--- src/hdl/dkpt_pkg.sv ---
// Shared types and constants for the digest keyed probe table.
// Slot entry layout, status codes and the memory request bundle.
// No dependencies.
`default_nettype none

package dkpt_pkg;

    localparam int TABLE_SLOTS = 1024;
    localparam int SLOT_W      = $clog2(TABLE_SLOTS);
    localparam int WORD_W      = 64;
    localparam int DIGEST_W    = 4 * WORD_W;
    localparam int LEN_W       = 32;

    typedef enum logic [2:0] {
        ST_CREATED  = 3'd0,
        ST_FOUND    = 3'd1,
        ST_REPAIRED = 3'd2,
        ST_FULL     = 3'd3,
        ST_GET_HIT  = 3'd4,
        ST_GET_MISS = 3'd5
    } t_status;

    typedef enum logic {
        CMD_STORE = 1'b0,
        CMD_GET   = 1'b1
    } t_cmd;

    typedef struct packed {
        logic                valid;
        logic [LEN_W-1:0]    length;
        logic [DIGEST_W-1:0] digest;
    } t_entry;

    localparam int ENTRY_W = $bits(t_entry);

    typedef struct packed {
        logic              we;
        logic [SLOT_W-1:0] waddr;
        t_entry            wdata;
        logic              re;
        logic [SLOT_W-1:0] raddr;
    } t_mem_req;

endpackage

`default_nettype wire

--- src/hdl/dkpt_req_if.sv ---
// Request channel of the probe table: store or get request.
// Depends on nothing.
`default_nettype none

interface dkpt_req_if;
    logic        valid;
    logic        ready;
    logic        cmd;
    logic [63:0] digest_w0;
    logic [63:0] digest_w1;
    logic [63:0] digest_w2;
    logic [63:0] digest_w3;
    logic [31:0] byte_length;
    logic        length_counted;
    logic [9:0]  home_slot;
    logic [9:0]  query_slot;

    modport source (
        output valid, cmd, digest_w0, digest_w1, digest_w2, digest_w3,
               byte_length, length_counted, home_slot, query_slot,
        input  ready
    );
    modport sink (
        input  valid, cmd, digest_w0, digest_w1, digest_w2, digest_w3,
               byte_length, length_counted, home_slot, query_slot,
        output ready
    );
endinterface

`default_nettype wire

--- src/hdl/dkpt_rsp_if.sv ---
// Response channel of the probe table: status, slot and stored contents.
// Depends on nothing.
`default_nettype none

interface dkpt_rsp_if;
    logic        valid;
    logic        ready;
    logic [2:0]  status;
    logic [9:0]  slot_id;
    logic [31:0] out_length;
    logic [63:0] out_digest_w0;
    logic [63:0] out_digest_w1;
    logic [63:0] out_digest_w2;
    logic [63:0] out_digest_w3;

    modport source (
        output valid, status, slot_id, out_length,
               out_digest_w0, out_digest_w1, out_digest_w2, out_digest_w3,
        input  ready
    );
    modport sink (
        input  valid, status, slot_id, out_length,
               out_digest_w0, out_digest_w1, out_digest_w2, out_digest_w3,
        output ready
    );
endinterface

`default_nettype wire

--- src/hdl/dkpt_ctrl.sv ---
// Probe sequencer: clearing pass, linear probe over the slot memory,
// read-modify-write of one entry, and the response register.
// Depends on dkpt_pkg, dkpt_req_if, dkpt_rsp_if.
`default_nettype none

module dkpt_ctrl (
    input  wire logic                   i_clk,
    input  wire logic                   i_rst_n,
    dkpt_req_if.sink                    i_req,
    dkpt_rsp_if.source                  o_rsp,
    output dkpt_pkg::t_mem_req          o_mem,
    input  wire dkpt_pkg::t_entry       i_rdata
);

    typedef enum logic [1:0] {
        S_CLEAR,
        S_IDLE,
        S_EVAL
    } t_state;

    localparam logic [dkpt_pkg::SLOT_W-1:0] LAST_SLOT =
        dkpt_pkg::SLOT_W'(dkpt_pkg::TABLE_SLOTS - 1);
    localparam logic [dkpt_pkg::SLOT_W-1:0] FIRST_SLOT = dkpt_pkg::SLOT_W'(1);

    t_state                                r_state, n_state;
    logic [dkpt_pkg::SLOT_W-1:0]           r_clr_addr, n_clr_addr;
    logic                                  r_cmd, n_cmd;
    logic [dkpt_pkg::DIGEST_W-1:0]         r_digest, n_digest;
    logic [dkpt_pkg::LEN_W-1:0]            r_len, n_len;
    logic                                  r_counted, n_counted;
    logic [dkpt_pkg::SLOT_W-1:0]           r_home, n_home;
    logic [dkpt_pkg::SLOT_W-1:0]           r_slot, n_slot;
    logic [dkpt_pkg::SLOT_W-1:0]           r_query, n_query;

    logic                                  r_out_valid;
    dkpt_pkg::t_status                     r_out_status;
    logic [dkpt_pkg::SLOT_W-1:0]           r_out_slot;
    logic [dkpt_pkg::LEN_W-1:0]            r_out_len;
    logic [dkpt_pkg::DIGEST_W-1:0]         r_out_digest;

    dkpt_pkg::t_status                     res_status;
    logic [dkpt_pkg::SLOT_W-1:0]           res_slot;
    logic [dkpt_pkg::LEN_W-1:0]            res_len;
    logic [dkpt_pkg::DIGEST_W-1:0]         res_digest;

    logic                                  done;
    logic                                  out_free;
    logic                                  out_load;
    logic [dkpt_pkg::SLOT_W-1:0]           start_slot;
    logic [dkpt_pkg::SLOT_W-1:0]           next_slot;
    logic                                  wr_req;

    assign out_free    = !r_out_valid || o_rsp.ready;
    assign i_req.ready = (r_state == S_IDLE);
    // slot zero is reserved: a home of zero starts at slot one
    assign start_slot  = (i_req.home_slot == '0) ? FIRST_SLOT : i_req.home_slot;
    assign next_slot   = (r_slot == LAST_SLOT) ? FIRST_SLOT : r_slot + FIRST_SLOT;

    always_comb begin
        n_state    = r_state;
        n_clr_addr = r_clr_addr;
        n_cmd      = r_cmd;
        n_digest   = r_digest;
        n_len      = r_len;
        n_counted  = r_counted;
        n_home     = r_home;
        n_slot     = r_slot;
        n_query    = r_query;
        o_mem      = '0;
        done       = 1'b0;
        wr_req     = 1'b0;
        out_load   = 1'b0;
        res_status = dkpt_pkg::ST_GET_MISS;
        res_slot   = '0;
        res_len    = '0;
        res_digest = '0;

        unique case (r_state)
            S_CLEAR: begin
                o_mem.we    = 1'b1;
                o_mem.waddr = r_clr_addr;
                n_clr_addr  = r_clr_addr + FIRST_SLOT;
                if (r_clr_addr == LAST_SLOT) begin
                    n_state = S_IDLE;
                end
            end

            S_IDLE: begin
                if (i_req.valid) begin
                    n_cmd     = i_req.cmd;
                    n_digest  = {i_req.digest_w3, i_req.digest_w2,
                                 i_req.digest_w1, i_req.digest_w0};
                    n_len     = i_req.byte_length;
                    n_counted = i_req.length_counted;
                    n_home    = start_slot;
                    n_slot    = start_slot;
                    n_query   = i_req.query_slot;
                    o_mem.re  = 1'b1;
                    o_mem.raddr = (i_req.cmd == dkpt_pkg::CMD_GET) ?
                                  i_req.query_slot : start_slot;
                    n_state   = S_EVAL;
                end
            end

            S_EVAL: begin
                o_mem.waddr = r_slot;
                if (r_cmd == dkpt_pkg::CMD_GET) begin
                    done = 1'b1;
                    if (r_query != '0 && i_rdata.valid) begin
                        res_status = dkpt_pkg::ST_GET_HIT;
                        res_slot   = r_query;
                        res_len    = i_rdata.length;
                        res_digest = i_rdata.digest;
                    end
                end else if (!i_rdata.valid) begin
                    done              = 1'b1;
                    wr_req            = 1'b1;
                    o_mem.wdata.valid = 1'b1;
                    o_mem.wdata.length = r_len;
                    o_mem.wdata.digest = r_digest;
                    res_status        = dkpt_pkg::ST_CREATED;
                    res_slot          = r_slot;
                end else if (i_rdata.digest == r_digest) begin
                    done       = 1'b1;
                    res_slot   = r_slot;
                    res_status = dkpt_pkg::ST_FOUND;
                    if (r_counted && i_rdata.length != r_len) begin
                        wr_req             = 1'b1;
                        o_mem.wdata.valid  = 1'b1;
                        o_mem.wdata.length = r_len;
                        o_mem.wdata.digest = i_rdata.digest;
                        res_status         = dkpt_pkg::ST_REPAIRED;
                    end
                end else if (next_slot == r_home) begin
                    done       = 1'b1;
                    res_status = dkpt_pkg::ST_FULL;
                end else begin
                    // advance the probe; read data of this slot is dropped
                    o_mem.re    = 1'b1;
                    o_mem.raddr = next_slot;
                    n_slot      = next_slot;
                end

                // hold the read data and skip the write until the response
                // register can take the result
                if (done && out_free) begin
                    out_load = 1'b1;
                    o_mem.we = wr_req;
                    n_state  = S_IDLE;
                end
            end

            default: begin
                n_state = S_IDLE;
            end
        endcase
    end

    always_ff @(posedge i_clk) begin
        if (!i_rst_n) begin
            r_state     <= S_CLEAR;
            r_clr_addr  <= '0;
            r_out_valid <= 1'b0;
        end else begin
            r_state    <= n_state;
            r_clr_addr <= n_clr_addr;
            if (out_load) begin
                r_out_valid <= 1'b1;
            end else if (o_rsp.ready) begin
                r_out_valid <= 1'b0;
            end
        end
    end

    always_ff @(posedge i_clk) begin
        r_cmd     <= n_cmd;
        r_digest  <= n_digest;
        r_len     <= n_len;
        r_counted <= n_counted;
        r_home    <= n_home;
        r_slot    <= n_slot;
        r_query   <= n_query;
        if (out_load) begin
            r_out_status <= res_status;
            r_out_slot   <= res_slot;
            r_out_len    <= res_len;
            r_out_digest <= res_digest;
        end
    end

    assign o_rsp.valid         = r_out_valid;
    assign o_rsp.status        = r_out_status;
    assign o_rsp.slot_id       = r_out_slot;
    assign o_rsp.out_length    = r_out_len;
    assign o_rsp.out_digest_w0 = r_out_digest[0*dkpt_pkg::WORD_W +: dkpt_pkg::WORD_W];
    assign o_rsp.out_digest_w1 = r_out_digest[1*dkpt_pkg::WORD_W +: dkpt_pkg::WORD_W];
    assign o_rsp.out_digest_w2 = r_out_digest[2*dkpt_pkg::WORD_W +: dkpt_pkg::WORD_W];
    assign o_rsp.out_digest_w3 = r_out_digest[3*dkpt_pkg::WORD_W +: dkpt_pkg::WORD_W];

endmodule

`default_nettype wire

--- src/flat_wrapper.sv ---
// flat-port wrapper written by rule: the top's interface ports become plain ports
module dkpt_ctrl_flat 
  (i_clk, i_rst_n, o_mem, i_rdata, i_req_valid, i_req_cmd, i_req_digest_w0, i_req_digest_w1, i_req_digest_w2, i_req_digest_w3, i_req_byte_length, i_req_length_counted, i_req_home_slot, i_req_query_slot, i_req_ready, o_rsp_valid, o_rsp_status, o_rsp_slot_id, o_rsp_out_length, o_rsp_out_digest_w0, o_rsp_out_digest_w1, o_rsp_out_digest_w2, o_rsp_out_digest_w3, o_rsp_ready);
  dkpt_req_if i_req_i ();
  dkpt_rsp_if o_rsp_i ();
  input  wire logic i_clk;
  input  wire logic i_rst_n;
  output dkpt_pkg::t_mem_req o_mem;
  input  wire dkpt_pkg::t_entry i_rdata;
  input wire logic [$bits(i_req_i.valid)-1:0] i_req_valid;
  input wire logic [$bits(i_req_i.cmd)-1:0] i_req_cmd;
  input wire logic [$bits(i_req_i.digest_w0)-1:0] i_req_digest_w0;
  input wire logic [$bits(i_req_i.digest_w1)-1:0] i_req_digest_w1;
  input wire logic [$bits(i_req_i.digest_w2)-1:0] i_req_digest_w2;
  input wire logic [$bits(i_req_i.digest_w3)-1:0] i_req_digest_w3;
  input wire logic [$bits(i_req_i.byte_length)-1:0] i_req_byte_length;
  input wire logic [$bits(i_req_i.length_counted)-1:0] i_req_length_counted;
  input wire logic [$bits(i_req_i.home_slot)-1:0] i_req_home_slot;
  input wire logic [$bits(i_req_i.query_slot)-1:0] i_req_query_slot;
  output wire logic [$bits(i_req_i.ready)-1:0] i_req_ready;
  output wire logic [$bits(o_rsp_i.valid)-1:0] o_rsp_valid;
  output wire logic [$bits(o_rsp_i.status)-1:0] o_rsp_status;
  output wire logic [$bits(o_rsp_i.slot_id)-1:0] o_rsp_slot_id;
  output wire logic [$bits(o_rsp_i.out_length)-1:0] o_rsp_out_length;
  output wire logic [$bits(o_rsp_i.out_digest_w0)-1:0] o_rsp_out_digest_w0;
  output wire logic [$bits(o_rsp_i.out_digest_w1)-1:0] o_rsp_out_digest_w1;
  output wire logic [$bits(o_rsp_i.out_digest_w2)-1:0] o_rsp_out_digest_w2;
  output wire logic [$bits(o_rsp_i.out_digest_w3)-1:0] o_rsp_out_digest_w3;
  input wire logic [$bits(o_rsp_i.ready)-1:0] o_rsp_ready;
  assign i_req_i.valid = i_req_valid;
  assign i_req_i.cmd = i_req_cmd;
  assign i_req_i.digest_w0 = i_req_digest_w0;
  assign i_req_i.digest_w1 = i_req_digest_w1;
  assign i_req_i.digest_w2 = i_req_digest_w2;
  assign i_req_i.digest_w3 = i_req_digest_w3;
  assign i_req_i.byte_length = i_req_byte_length;
  assign i_req_i.length_counted = i_req_length_counted;
  assign i_req_i.home_slot = i_req_home_slot;
  assign i_req_i.query_slot = i_req_query_slot;
  assign i_req_ready = i_req_i.ready;
  assign o_rsp_valid = o_rsp_i.valid;
  assign o_rsp_status = o_rsp_i.status;
  assign o_rsp_slot_id = o_rsp_i.slot_id;
  assign o_rsp_out_length = o_rsp_i.out_length;
  assign o_rsp_out_digest_w0 = o_rsp_i.out_digest_w0;
  assign o_rsp_out_digest_w1 = o_rsp_i.out_digest_w1;
  assign o_rsp_out_digest_w2 = o_rsp_i.out_digest_w2;
  assign o_rsp_out_digest_w3 = o_rsp_i.out_digest_w3;
  assign o_rsp_i.ready = o_rsp_ready;
  dkpt_ctrl u_core (.i_clk(i_clk), .i_rst_n(i_rst_n), .i_req(i_req_i), .o_rsp(o_rsp_i), .o_mem(o_mem), .i_rdata(i_rdata));
endmodule
--- config.mk ---
export PLATFORM = sky130hd
export DESIGN_NAME = dkpt_ctrl_flat
export DESIGN_NICKNAME = d
export VERILOG_FILES = /design/src/hdl/dkpt_pkg.sv /design/src/hdl/dkpt_req_if.sv /design/src/hdl/dkpt_rsp_if.sv /design/src/hdl/dkpt_ctrl.sv /design/src/flat_wrapper.sv
export SDC_FILE = /design/constraint.sdc
export NUM_CORES = 1
export LEC_CHECK = 0
export BUFFER_PORTS_ARGS = -buffer_cell sky130_fd_sc_hd__buf_4
export CAP_MARGIN = 15
export CORE_AREA = 3 3 473 475
export CTS_CLUSTER_SIZE = 28
export DETAILED_ROUTE_END_ITERATION = 8
export DIE_AREA = 0 0 476 478
export SKIP_LAST_GASP = 1
export SYNTH_ARGS = -nofsm -noshare
export SYNTH_HDL_FRONTEND = slang
export SYNTH_SLANG_ARGS = --single-unit
--- constraint.sdc ---
create_clock -name i_clk -period 30.4 [get_ports i_clk]
set_input_delay 1.52 -clock i_clk [delete_from_list [all_inputs] [get_ports i_clk]]
set_output_delay 1.52 -clock i_clk [all_outputs]
set_load 0.05 [all_outputs]
==> summary.md <==
| Metric | Value |
|---|---|
| CTS buffer count | `90` |
| Global-route wire length before repair | `304000 um` |
| HPWL after DPL | `204000 um` |
| Unrepaired setup endpoints after global routing | `false` |
| Number of cells traversed by the worst register-to-register path | `10` |
| Average wire length per cell after detail routing | `36.4 um` |
| Number of global-route vias before repair | `26907` |
| Iter 0 DRT Violations | `2254` |
| Maximum Capacitance Violations | `0` |
| Final count of pins violating max slew | `0` |
| Maximum number of pins on one net before global-route repair | `155` |
| GRT Overall Usage | `0.207` |
| Number of top-level design ports | `1217` |
| CP max-delay cell | `sky130_fd_sc_hd__xnor2_1` |
| Final Routed Wirelength | `246000 um` |
| Slew margin rel. | `0.0281` |
| Clock tree root driver cell | `sky130_fd_sc_hd__clkbuf_16` |
| Die height | `478 um` |
| Buffers on Ports | `1216` |
| Number of endpoints failing setup at the final stage | `0` |
| Die extent in x | `476 um` |
| Area added between synthesis and finish | `51.3%` |
| Clock buffer depth | `3` |
| Post-layout instance area | `46100 um^2` |
| Area share of the largest cell type after synthesis | `0.612` |
| Most used flip-flop cell after synthesis | `sky130_fd_sc_hd__edfxtp_1` |
| Highest attainable clock frequency | `98.0 MHz` |
| Kind of start point of the critical path | `input port` |
| Layout fillers | `23949` |
| Number of enable flip-flop cells after synthesis | `621` |
| Count of state elements after synthesis | `634` |
| Sequential share of the synthesized area | `0.620` |
| Routability cong. | `0.901` |
| Simple-Gate Fraction of Synth Area | `0.189` |
| Mean area per synthesized cell | `12.1 um^2` |
| Number of rows created at floorplan | `172` |
| Cell area after synthesis | `30500 um^2` |
| Post-layout minimum cycle time | `10.20 ns` |
| FFs w/ async S/R, synth | `0` |
| Multiplexer area fraction after synthesis | `0.00599` |
| Vias per std cell | `3.94` |
| DRC errors left | `0` |
| Crit-path max FO | `81` |
| Total power divided by cell area | `53.0 nW/um^2` |
| Antenna-violating nets left | `0` |
| Clock tree from TritonCTS | `yes` |
| Aggregate negative setup slack | `0 ns` |
| Number of nets in the synthesized netlist | `3122` |
| Core occupancy in the finished layout | `0.210` |
| Area of placed instances | `43100 um^2` |
| Largest family of logic cells by synthesized area | `simple AND/OR/NAND/NOR gates` |
| Most frequent cell on the critical path | `sky130_fd_sc_hd__buf_4` |
| Cells after Synth | `2514` |
| Biggest area consumer among synthesized cells | `sky130_fd_sc_hd__edfxtp_1` |
| GRT Residual Overflow | `0` |
| Initial antenna violation count | `75` |
| Critical Path Max Stage Delay | `1.09 ns` |
| Final number of hold-violating endpoints | `0` |
| # clock sinks | `634` |
| Data arrival, critical path | `8.68 ns` |
| Via count | `26598` |
| Hold Path Class | `flip-flop to flip-flop` |
| Static power due to leakage | `16.1 nW` |
| Final period util | `0.336` |
| CTS hold repair buffers | `0` |
| Critical path start-end classification | `input port to primary output` |
| Complex-gate fraction of the synthesized area | `0.0681` |
| Cells along the critical path | `buf_4 -> xnor2_1 -> nand4_1 -> nor4_1 -> nand4_1 -> nor4_2 -> o211a_4 -> buf_4 -> buf_4 -> a31oi_1 -> nor2_1 -> buf_4` |
| Max H-tree Level | `3` |
| Peak supply drop | `41.6 uV` |
| Top-count cell post-synth | `sky130_fd_sc_hd__edfxtp_1` |
| Total number of yosys warnings | `0` |
| First-pass iteration count of the detailed router | `5` |
| Proportion of layout cells with a drive suffix above 1 | `0.378` |
| Leading post-synthesis cells by instance count | `sky130_fd_sc_hd__edfxtp_1 (621), sky130_fd_sc_hd__and2_1 (329), sky130_fd_sc_hd__nor2_1 (270), sky130_fd_sc_hd__xnor2_1 (269), sky130_fd_sc_hd__nor2b_1 (251)` |
| Final hold slack | `0.486 ns` |
| Actual transition at the worst max-transition pin | `1.45 ns` |
| Area inside the core boundary | `220000 um^2` |
| Number of unique standard cell types used by synthesis | `60` |
| Hold-critical path depth | `2` |
| Setup WS pre-CTS | `19.81 ns` |
| Number of buffers inserted to repair setup after CTS | `0` |
| Clock slew at reported path FFs | `0.06 ns` |
| CP endpoint kind | `primary output` |
| Area share of fa/ha/maj cells after synthesis | `0.00205` |
| Initial standard-cell utilization of the core | `0.139` |
| Worst Skew | `0.0367 ns` |
| Post-CTS resize count | `0` |
| NumNets Final | `4305` |
| Run status | `completed` |
| Required time of the worst setup path | `28.88 ns` |
| Final worst slack | `20.20 ns` |
| Insertion delay of the later-clocked pin in the worst-skew pair | `0.72 ns` |
| Largest cells by area after synthesis | `sky130_fd_sc_hd__edfxtp_1 (61%), sky130_fd_sc_hd__xnor2_1 (7.7%), sky130_fd_sc_hd__and2_1 (6.8%), sky130_fd_sc_hd__nor2b_1 (5.1%), sky130_fd_sc_hd__a31oi_1 (5.0%)` |
| Full die area | `228000 um^2` |
| Xor/xnor cell area share of the yosys netlist | `0.0893` |
-- registers in the layout, summed over array words and instances, names as in the netlist --
name and cells:
u_core.r_digest 256, u_core.o_rsp.status 3, u_core.o_rsp.out_length 32, u_core.r_len 32, u_core.r_cmd 1, u_core.r_query 10
u_core.r_state 2, u_core.r_home 10, u_core.r_clr_addr 10, u_core.o_rsp.valid 1, u_core.r_out_digest 256, u_core.r_slot 10
u_core.o_rsp.slot_id 10, u_core.r_counted 1
-- cells in the final DEF (no fill, tap or decap), types with 2 or more instances in the layout --
master	Yosys	routed
sky130_fd_sc_hd__clkbuf_16	0	95
sky130_fd_sc_hd__o21ai_0	3	3
sky130_fd_sc_hd__nand3_1	30	30
sky130_fd_sc_hd__nor2_1	270	270
sky130_fd_sc_hd__nand4_1	76	76
sky130_fd_sc_hd__ha_1	5	4
sky130_fd_sc_hd__diode_2	0	27
sky130_fd_sc_hd__nor4_1	28	28
sky130_fd_sc_hd__buf_2	28	2
sky130_fd_sc_hd__clkinv_2	0	16
sky130_fd_sc_hd__nand2b_1	3	3
sky130_fd_sc_hd__nor3_1	3	3
sky130_fd_sc_hd__mux2_2	2	2
sky130_fd_sc_hd__buf_12	0	2
sky130_fd_sc_hd__xnor2_2	0	2
sky130_fd_sc_hd__clkinv_1	1	13
sky130_fd_sc_hd__xor2_1	42	42
sky130_fd_sc_hd__inv_1	8	7
sky130_fd_sc_hd__clkbuf_1	132	18
sky130_fd_sc_hd__a31oi_1	246	245
sky130_fd_sc_hd__nand2_1	34	33
sky130_fd_sc_hd__xnor2_1	269	267
sky130_fd_sc_hd__edfxtp_1	621	621
sky130_fd_sc_hd__dfxtp_1	13	13
sky130_fd_sc_hd__nor2b_1	251	251
sky130_fd_sc_hd__a22o_1	18	18
sky130_fd_sc_hd__o21a_1	4	4
sky130_fd_sc_hd__buf_4	8	1262
sky130_fd_sc_hd__bufinv_16	0	11
sky130_fd_sc_hd__and2_1	329	329
sky130_fd_sc_hd__clkinv_4	0	4
sky130_fd_sc_hd__clkinvlp_4	0	4
sky130_fd_sc_hd__o211ai_1	2	2
sky130_fd_sc_hd__inv_6	0	3
sky130_fd_sc_hd__a21oi_1	31	31
sky130_fd_sc_hd__mux2i_1	16	16
-- through the flow --
| step | cells | power [W] |
|---|---|---|
| after floorplan | 2514 | 0.00114 |
| after global placement | 6556 | 0.00136 |
| after detailed placement | 6563 | 0.00136 |
| after CTS | 6727 | 0.00250 |
| after global routing | 6743 | 0.00253 |
| final | 6754 | 0.00244 |
-- layout make-up --
cell class,count,area (um^2),share of cell area
Clock buffer,113,2440,0.0530
Tap cell,2958,3700,0.0802
Sequential cell,634,18900,0.410
Timing Repair Buffer,1268,9550,0.207
Clock inverter,51,551,0.0119
Antenna cell,27,67.6,0.00146
Multi-Input combinational cell,1694,10900,0.235
Inverter,9,41.3,0.000895
-- final timing paths --
| check | start | end | slack (ns) |
|---|---|---|---|
| setup / recovery | i_rdata[12] | o_mem[122] | 20.20 |
| hold reg to reg | u_core.r_state[1]$_SDFFE_PN0P_ | u_core.r_state[1]$_SDFFE_PN0P_ | 0.49 |
| hold / removal | u_core.r_state[1]$_SDFFE_PN0P_ | u_core.r_state[1]$_SDFFE_PN0P_ | 0.49 |
| setup reg to reg | u_core.r_digest[12]$_DFFE_PP_ | u_core.r_out_digest[171]$_SDFFCE_PN0P_ | 22.52 |
-- logic make-up after synthesis --
group / count (synthesis)
flip-flops: 634
AO/OA/AOI/OAI: 320
AND/OR/NAND/NOR: 1040
adder cells (fa/ha/maj): 5
buffers and inverters: 186
multiplexers: 18
XOR/XNOR: 311
-- metal layers --
metal / routed length, um / track usage
met5: 110 / 0
met2: 117000 / 0.344
met4: 8200 / 0.0684
met1: 96000 / 0.243
met3: 24600 / 0.0802
-- worst max-delay path: cells and delay by family --
family | cells | cell delay (ns)
buffers and inverters | 4 | 1.73
AOI/OAI and AO/OA | 2 | 1.16
xor gates and xnor gates | 1 | 1.09
and+or+nand+nor | 5 | 3.03
-- where the power goes --
part           switching (W)  internal [W]
clock network       0.000452      0.000661
registers          0.0000278      0.000991
logic               0.000203      0.000110
No activity file was read; power rests on OpenSTA's default activity.
